### src/fpba_pkg.sv
// ----------------------------------------------------------------------------
// fpba_pkg
// Types, constants and codes shared by the fit-policy block allocator.
// ----------------------------------------------------------------------------
package fpba_pkg;

  // Table geometry
  localparam int NUM_BLOCKS = 16;
  localparam int SIZE_BITS  = 16;
  localparam int IDX_W      = $clog2(NUM_BLOCKS);
  localparam int CNT_W      = $clog2(NUM_BLOCKS + 1);

  // Fixed field widths of the item interface
  localparam int FLD_IDX_W  = 4;
  localparam int FLD_SIZE_W = 16;
  localparam int CFG_IDX_W  = 1;
  localparam int CFG_DATA_W = 5;

  // Input command codes
  localparam logic CMD_LOAD    = 1'b0;
  localparam logic CMD_REQUEST = 1'b1;

  // Result status codes
  localparam logic STATUS_ALLOCATED = 1'b0;
  localparam logic STATUS_REFUSED   = 1'b1;

  // Fit policy codes
  localparam logic FIT_FIRST = 1'b0;
  localparam logic FIT_BEST  = 1'b1;

  // Configuration register indexes
  localparam logic [CFG_IDX_W-1:0] CFG_FIT_MODE    = 1'b0;
  localparam logic [CFG_IDX_W-1:0] CFG_BLOCK_COUNT = 1'b1;

  localparam logic [CFG_DATA_W-1:0] BLOCK_COUNT_RESET = 5'd16;

  typedef struct packed {
    logic                  cmd;
    logic [FLD_IDX_W-1:0]  load_index;
    logic [FLD_SIZE_W-1:0] load_size;
    logic [FLD_SIZE_W-1:0] request_size;
    logic                  request_last;
  } in_item_t;

  typedef struct packed {
    logic                  status;
    logic [FLD_IDX_W-1:0]  granted_index;
    logic [FLD_SIZE_W-1:0] remaining_size;
    logic                  batch_end;
  } out_item_t;

  typedef enum logic [1:0] {
    ST_IDLE,
    ST_SCAN,
    ST_COMMIT
  } ctrl_state_e;

  // Controller to datapath
  typedef struct packed {
    logic load;    // write one table entry from the input beat
    logic start;   // latch a request and clear the search
    logic scan;    // examine one table entry
    logic commit;  // write back and load the result register
  } dp_cmd_t;

  // Datapath to controller
  typedef struct packed {
    logic scan_done;
    logic out_free;
  } dp_status_t;

endpackage

### src/fpba_ctrl.sv
// ----------------------------------------------------------------------------
// fpba_ctrl
// Sequencer for the allocator: accept, scan the table, commit the result.
// ----------------------------------------------------------------------------
module fpba_ctrl import fpba_pkg::*; (
  input  logic       clk_i,
  input  logic       rst_ni,
  input  logic       in_valid_i,
  input  logic       in_cmd_i,
  output logic       in_ready_o,
  input  dp_status_t status_i,
  output dp_cmd_t    cmd_o
);

  ctrl_state_e state_q, state_d;

  always_ff @(posedge clk_i or negedge rst_ni) begin
    if (!rst_ni) begin
      state_q <= ST_IDLE;
    end else begin
      state_q <= state_d;
    end
  end

  always_comb begin
    state_d = state_q;
    unique case (state_q)
      ST_IDLE: begin
        if (in_valid_i && (in_cmd_i == CMD_REQUEST)) begin
          state_d = ST_SCAN;
        end
      end
      ST_SCAN: begin
        if (status_i.scan_done) begin
          state_d = ST_COMMIT;
        end
      end
      ST_COMMIT: begin
        // hold until the result register can take the beat
        if (status_i.out_free) begin
          state_d = ST_IDLE;
        end
      end
      default: state_d = ST_IDLE;
    endcase
  end

  always_comb begin
    in_ready_o   = 1'b0;
    cmd_o        = '0;
    unique case (state_q)
      ST_IDLE: begin
        in_ready_o   = 1'b1;
        cmd_o.load   = in_valid_i && (in_cmd_i == CMD_LOAD);
        cmd_o.start  = in_valid_i && (in_cmd_i == CMD_REQUEST);
      end
      ST_SCAN: begin
        cmd_o.scan   = 1'b1;
      end
      ST_COMMIT: begin
        cmd_o.commit = status_i.out_free;
      end
      default: begin
        in_ready_o   = 1'b0;
      end
    endcase
  end

endmodule

### src/fpba_dp.sv
// ----------------------------------------------------------------------------
// fpba_dp
// Free-size table, configuration registers, search unit and result register.
// ----------------------------------------------------------------------------
module fpba_dp import fpba_pkg::*; (
  input  logic                  clk_i,
  input  logic                  rst_ni,
  input  dp_cmd_t               cmd_i,
  output dp_status_t            status_o,
  input  in_item_t              in_data_i,
  input  logic                  cfg_write_i,
  input  logic [CFG_IDX_W-1:0]  cfg_index_i,
  input  logic [CFG_DATA_W-1:0] cfg_data_i,
  output logic                  out_valid_o,
  input  logic                  out_ready_i,
  output out_item_t             out_data_o
);

  logic [SIZE_BITS-1:0]  table_q [NUM_BLOCKS];

  logic                  fit_mode_q;
  logic [CFG_DATA_W-1:0] block_count_q;

  logic [SIZE_BITS-1:0]  want_q;
  logic                  last_q;
  logic [CNT_W-1:0]      idx_q;
  logic                  found_q;
  logic [IDX_W-1:0]      chosen_q;
  logic [SIZE_BITS-1:0]  best_q;

  logic                  out_valid_q;
  out_item_t             out_data_q;

  logic [CNT_W-1:0]      active;
  logic [CNT_W-1:0]      idx_inc;
  logic [SIZE_BITS-1:0]  entry;
  logic                  in_range;
  logic                  fits;
  logic                  take;
  logic                  load_ok;
  logic [SIZE_BITS-1:0]  remaining;

  // Entries searched: block_count clamped to the table depth
  always_comb begin
    if (int'(block_count_q) > NUM_BLOCKS) begin
      active = CNT_W'(NUM_BLOCKS);
    end else begin
      active = CNT_W'(block_count_q);
    end
  end

  assign idx_inc  = idx_q + 1'b1;
  assign in_range = (idx_q < active);
  assign entry    = table_q[idx_q[IDX_W-1:0]];
  assign fits     = in_range && (entry >= want_q);
  // first fit takes any fit; best fit takes the first fit, then only a strictly smaller one
  assign take     = fits && ((fit_mode_q == FIT_FIRST) || !found_q || (entry < best_q));

  assign status_o.scan_done = !in_range || (idx_inc >= active) ||
                              ((fit_mode_q == FIT_FIRST) && fits);
  assign status_o.out_free  = !out_valid_q || out_ready_i;

  assign load_ok   = (int'(in_data_i.load_index) < NUM_BLOCKS);
  assign remaining = best_q - want_q;

  // Configuration registers
  always_ff @(posedge clk_i or negedge rst_ni) begin
    if (!rst_ni) begin
      fit_mode_q    <= FIT_FIRST;
      block_count_q <= BLOCK_COUNT_RESET;
    end else if (cfg_write_i) begin
      unique case (cfg_index_i)
        CFG_FIT_MODE:    fit_mode_q    <= cfg_data_i[0];
        CFG_BLOCK_COUNT: block_count_q <= cfg_data_i;
        default: ;
      endcase
    end
  end

  // Free-size table: one write per cycle, from a load beat or a commit
  always_ff @(posedge clk_i or negedge rst_ni) begin
    if (!rst_ni) begin
      for (int i = 0; i < NUM_BLOCKS; i++) begin
        table_q[i] <= '0;
      end
    end else if (cmd_i.load && load_ok) begin
      table_q[IDX_W'(in_data_i.load_index)] <= SIZE_BITS'(in_data_i.load_size);
    end else if (cmd_i.commit && found_q) begin
      table_q[chosen_q] <= remaining;
    end
  end

  // Search state
  always_ff @(posedge clk_i or negedge rst_ni) begin
    if (!rst_ni) begin
      idx_q   <= '0;
      found_q <= 1'b0;
    end else if (cmd_i.start) begin
      idx_q   <= '0;
      found_q <= 1'b0;
    end else if (cmd_i.scan) begin
      idx_q   <= idx_inc;
      if (take) begin
        found_q <= 1'b1;
      end
    end
  end

  always_ff @(posedge clk_i) begin
    if (cmd_i.start) begin
      want_q <= SIZE_BITS'(in_data_i.request_size);
      last_q <= in_data_i.request_last;
    end
    if (cmd_i.scan && take) begin
      chosen_q <= idx_q[IDX_W-1:0];
      best_q   <= entry;
    end
  end

  // Result register
  always_ff @(posedge clk_i or negedge rst_ni) begin
    if (!rst_ni) begin
      out_valid_q <= 1'b0;
    end else if (cmd_i.commit) begin
      out_valid_q <= 1'b1;
    end else if (out_ready_i) begin
      out_valid_q <= 1'b0;
    end
  end

  always_ff @(posedge clk_i) begin
    if (cmd_i.commit) begin
      out_data_q.batch_end <= last_q;
      if (found_q) begin
        out_data_q.status         <= STATUS_ALLOCATED;
        out_data_q.granted_index  <= FLD_IDX_W'(chosen_q);
        out_data_q.remaining_size <= FLD_SIZE_W'(remaining);
      end else begin
        out_data_q.status         <= STATUS_REFUSED;
        out_data_q.granted_index  <= '0;
        out_data_q.remaining_size <= '0;
      end
    end
  end

  assign out_valid_o = out_valid_q;
  assign out_data_o  = out_data_q;

endmodule

### src/fit_policy_block_allocator.sv
// ----------------------------------------------------------------------------
// fit_policy_block_allocator
// First-fit / best-fit allocator over a table of block free sizes.
// ----------------------------------------------------------------------------
// A load beat writes one table entry and is taken with no result. A request
// beat is accepted, then the scan examines one table entry per cycle (up to
// min(block_count, 16) entries, fewer in first-fit mode when an early entry
// fits), then a commit writes the reduced size back to a granted entry and
// loads the result register. No new item is accepted until the commit is done.
// The result register holds a finished beat while the next item is accepted
// and scanned; the commit waits only if the previous result has not yet been
// taken. The table is cleared by reset. Configuration writes are taken in
// any cycle and are meant for when the block is idle.
module fit_policy_block_allocator import fpba_pkg::*; (
  input  logic                  clk_i,
  input  logic                  rst_ni,
  input  logic                  in_valid_i,
  output logic                  in_ready_o,
  input  in_item_t              in_data_i,
  output logic                  out_valid_o,
  input  logic                  out_ready_i,
  output out_item_t             out_data_o,
  input  logic                  cfg_valid_i,
  output logic                  cfg_ready_o,
  input  logic [CFG_IDX_W-1:0]  cfg_index_i,
  input  logic [CFG_DATA_W-1:0] cfg_data_i
);

  dp_cmd_t    dp_cmd;
  dp_status_t dp_status;

  assign cfg_ready_o = 1'b1;

  fpba_ctrl u_ctrl (
    .clk_i      (clk_i),
    .rst_ni     (rst_ni),
    .in_valid_i (in_valid_i),
    .in_cmd_i   (in_data_i.cmd),
    .in_ready_o (in_ready_o),
    .status_i   (dp_status),
    .cmd_o      (dp_cmd)
  );

  fpba_dp u_dp (
    .clk_i       (clk_i),
    .rst_ni      (rst_ni),
    .cmd_i       (dp_cmd),
    .status_o    (dp_status),
    .in_data_i   (in_data_i),
    .cfg_write_i (cfg_valid_i),
    .cfg_index_i (cfg_index_i),
    .cfg_data_i  (cfg_data_i),
    .out_valid_o (out_valid_o),
    .out_ready_i (out_ready_i),
    .out_data_o  (out_data_o)
  );

endmodule

### config.mk
export PLATFORM = sky130hd
export DESIGN_NAME = fit_policy_block_allocator
export DESIGN_NICKNAME = d
export VERILOG_FILES = /design/src/fpba_pkg.sv /design/src/fpba_ctrl.sv /design/src/fpba_dp.sv /design/src/fit_policy_block_allocator.sv
export SDC_FILE = /design/constraint.sdc
export NUM_CORES = 1
export LEC_CHECK = 0
export ABC_AREA = 1
export BUFFER_PORTS_ARGS = -buffer_cell sky130_fd_sc_hd__buf_2
export CAP_MARGIN = 15
export CORE_MARGIN = 2
export CORE_UTILIZATION = 49
export CTS_CLUSTER_DIAMETER = 80
export CTS_CLUSTER_SIZE = 25
export DETAILED_ROUTE_END_ITERATION = 8
export PLACE_DENSITY = 0.67
export SLEW_MARGIN = 20
export SYNTH_ARGS = -nofsm -noshare
export SYNTH_HDL_FRONTEND = slang
export SYNTH_SLANG_ARGS = --single-unit
export TNS_END_PERCENT = 5
### constraint.sdc
create_clock -name clk_i -period 4.9 [get_ports clk_i]
set_input_delay 0.245 -clock clk_i [delete_from_list [all_inputs] [get_ports clk_i]]
set_output_delay 0.245 -clock clk_i [all_outputs]
set_load 0.01 [all_outputs]
==> results.md <==
- Startpoint types: flip-flop
- Share of cells above drive strength 1: 0.0960
- Initial DRC Count: approximately 2300
- CTS Sinks: 330
- Yosys warns: 0
- Hold/Removal Path Class: in2reg
- Buffers on Ports: 72
- Routability cong.: just under 1
- Post-synthesis async set-or-reset flop share: 0.821
- Worst flop-to-flop path endpoint: u_dp.best_q[2]$_DFFE_PP_
- Post-synth EDFFs: 59
- Top cell type's share of synthesized area: 0.353
- Critical path fanouts, max: about 170
- CTS H-tree depth: 1
- DIE AREA: a little over 0.04 sq mm
- Fin. Hold Viols: 0
- Vias in the first global route: 18027
- Layout Nets: between 2000 and 3000
- Hold path depth: 3
- Layout area overhead: 9.39%
- Worst setup margin: roughly 0.78 ns
- PD cells: a little under 600 mW/mm^2
- DP Wirelength: around 50000 um
- Register area share after synthesis: 0.446
- Seq cells post-synth: 330
- Standby leakage power: 9.66 nW
- Max_cap viols: 0
- Dpl ws: 1.06 ns
- Clk_lat worst skew: between 0.5 and 0.6 ns
- DIE WIDTH: just over 200 um
- First-pass GRT wire length: 112000 um
- Fillers: ~3600
- Reg2reg start: u_dp.idx_q[0]$_DFFE_PN0P_
- Tightest Pin Transition: 1.28 ns
- Hold path start: in_data_i[27]
- WL final: approximately 74000 um
- Largest net degree at the start of global routing: about 170
- Drt wl/cell: between 20 and 25 um
- Ant. Diodes: 0
- Mean Syn Cell Area: roughly 7.8 sq um
- CTS tree: yes
- Synth cell count leaders: a21oi_1 (418), nand2_1 (388), nor2_1 (279)
- Post-Route Setup TNS: 0 ns
- Gr usage total: 0.362
- Syn_nets: ~2600
- Most frequent cell after synthesis: a21oi_1
- Pins Over Slew Limit: 0
- RSZ-0062 raised after global routing: no
- Top Ports: between 70 and 80
- Syn Std Cell Area: around 0.019 sq mm
- Reg2Reg Depth: 16
- Vias per cell: 6.24
- Detailed-route DRC error count: 0
- Post-synth top area cell: dfrtp_1
- Final antenna-violating net count: 0
- Maximum vdd ir drop: around 0.00030 V
- CP arrival: between 4 and 5 ns
- Final worst path period need: 4.12 ns
- Die Ht: a little over 200 um
- Tcrit/Tclk final: 0.840
- Critical Path RT: around 5 ns
- Critical Path End Type: flip-flop
- Clock Tree Root: clkbuf_16
- Worst slew margin: 0.145
- Antenna violations before repair: 2
- Status: complete, no violations
- Dominant cells by area after synthesis: dfrtp_1 (35%), a21oi_1 (11%), edfxtp_1 (9.2%), nand2_1 (7.6%), nor2_1 (5.5%)
- Worst Skew: 0.0300 ns
- Total number of vias: around 19000
- Top FF cell, synth: dfrtp_1
- Pre-Repair DR Iteration Count: 7
- Kind of critical path: reg2reg
- Reg2Reg Setup Slack: approximately 0.8 ns
- # rows: 72
- GRT overflow: 0
- Bufs on Longest Clock Path: 3
- Synthesized instance count: between 2000 and 2500
- Hold endpoint: u_dp.table_q[90]$_DFFE_PN0P_
- Max Freq: 243 MHz
- Clock transition at the registers of the reported paths: ~0.10 ns
- Num CTS Buffers: 21
- Core area: 0.0386 sq mm
- Unique masters post-synth: 56
- Final setup violation count: 0
- Initial Util: 0.496
==> kinds of logic (layout without fill, tap and decap cells) <==
family,after synthesis,in the layout,synth area share
AND/OR/NAND/NOR,834,834,0.180
AO/OA/AOI/OAI,778,778,0.234
buffers and inverters,454,491,0.0966
flip-flops,330,330,0.446
adder cells (fa/ha/maj),58,58,0.0383
XOR/XNOR,5,5,0.00268
multiplexers,3,3,0.00176
other,1,1,0.000196
==> state kept, by name, summed over array words and instances, names as in the netlist, 2 cells and up <==
| name | cells |
|---|---|
| u_dp.want_q | 16 |
| u_dp.out_data_o | 22 |
| u_dp.idx_q | 5 |
| u_dp.chosen_q | 4 |
| u_ctrl.state_q | 2 |
| u_dp.best_q | 16 |
| u_dp.table_q | 256 |
| u_dp.block_count_q | 5 |
==> critical path, stage by stage, from the launching register on <==
cell and delay [ns]:
dfrtp_4 0.51, buf_12 0.23, o21ai_0 0.70, nand3_1 0.21
o2111ai_1 0.22, nand2_1 0.18, ha_1 0.33, nand2_1 0.07
inv_1 0.06, nand3_1 0.07, a31oi_1 0.07, a2111oi_0 0.31
nand2_1 0.11, nand2_1 0.07, nand2_1 0.06, inv_1 0.05
buf_4 0.28
==> area by class of cell <==
type	count	area [sq um]	area share
inverters	291	1090	0.0521
clock buffers	22	551	0.0263
multi-input cells	1679	8800	0.420
clock inverters	15	149	0.00710
repair buffers	163	1160	0.0556
well taps	518	648	0.0309
flip-flops and latches	330	8560	0.408
==> through the flow <==
stage | power [mW] | hold slack [ns] | instances | utilization | area, sq um
after floorplan | 8.04 | -0.0506 | 2463 | - | 19200
after global placement | 10.1 | 0.360 | 2947 | 0.515 | 19900
after detailed placement | 10.3 | 0.362 | 2948 | 0.516 | 19900
after CTS | 12.3 | 0.00457 | 3018 | 0.542 | 21000
after global routing | 13.2 | 0.0262 | 3018 | 0.543 | 21000
final | 12.5 | 0.00783 | 3018 | 0.543 | 21000
==> where the power goes <==
part           switching [mW]  internal (mW)  total [mW]
combinational            4.24           1.69        5.94
clock                    1.12          0.878        2.00
sequential              0.593           3.97        4.56
total                    5.96           6.54        12.5
==> repair_timing <==
| action | in CTS | in global routing |
|---|---|---|
| setup buffers | 0 | 0 |
| gates resized for setup | 0 | 0 |
| hold endpoints to repair | 130 | 0 |
| hold buffers | 33 | 0 |
==> cells in the final DEF, fill, tap and decap left out, types with 6 or more instances in the layout <==
cell type,synthesis,final
or2_2,14,14
buf_2,48,71
nand2_2,5,6
inv_6,0,6
nor2_1,279,275
a22oi_1,88,88
dlygate4sd3_1,0,33
inv_2,14,15
dfrtp_1,270,269
a21oi_1,418,418
clkbuf_16,0,22
inv_1,275,274
a221oi_1,7,7
a21oi_4,7,7
a211oi_1,6,6
buf_4,17,55
nor3_1,6,6
nand3_1,117,117
o21ai_1,6,6
o2111ai_1,20,20
o21ai_0,153,153
o22ai_1,27,27
nand2_1,388,387
edfxtp_1,59,59
ha_1,57,57
nand4_1,10,10
nor2_4,7,7
nor2_2,4,8
o211ai_1,11,11
==> per-layer routing <==
layer,part of all wire,routed length (um),vias to the layer above,global-route usage
met2,0.43,31600,1268,0.536
met1,0.39,29100,8991,0.488
met4,0.063,4710,2,0.213
li1,-,-,8321,-
met3,0.12,8900,244,0.0835
met5,0.00020,15,-,0
==> worst max path at each step <==
| stage | startpoint | cells past startpoint | to | slack [ns] |
|---|---|---|---|---|
| 2_1_floorplan | u_dp.idx_q[0]$_DFFE_PN0P_ | 24 | u_dp.best_q[0]$_DFFE_PP_ | 1.41 |
| 3_3_place_gp | u_dp.idx_q[1]$_DFFE_PN0P_ | 22 | u_dp.best_q[0]$_DFFE_PP_ | 1.09 |
| 3_5_place_dp | u_dp.idx_q[3]$_DFFE_PN0P_ | 14 | u_dp.best_q[0]$_DFFE_PP_ | 1.06 |
| 4_1_cts | u_dp.idx_q[3]$_DFFE_PN0P_ | 14 | u_dp.best_q[0]$_DFFE_PP_ | 1.06 |
| 5_1_grt | u_dp.idx_q[0]$_DFFE_PN0P_ | 15 | u_dp.best_q[2]$_DFFE_PP_ | 0.62 |
| 6_report | u_dp.idx_q[0]$_DFFE_PN0P_ | 16 | u_dp.best_q[2]$_DFFE_PP_ | 0.78 |
Power figures use the tool's default switching activity.
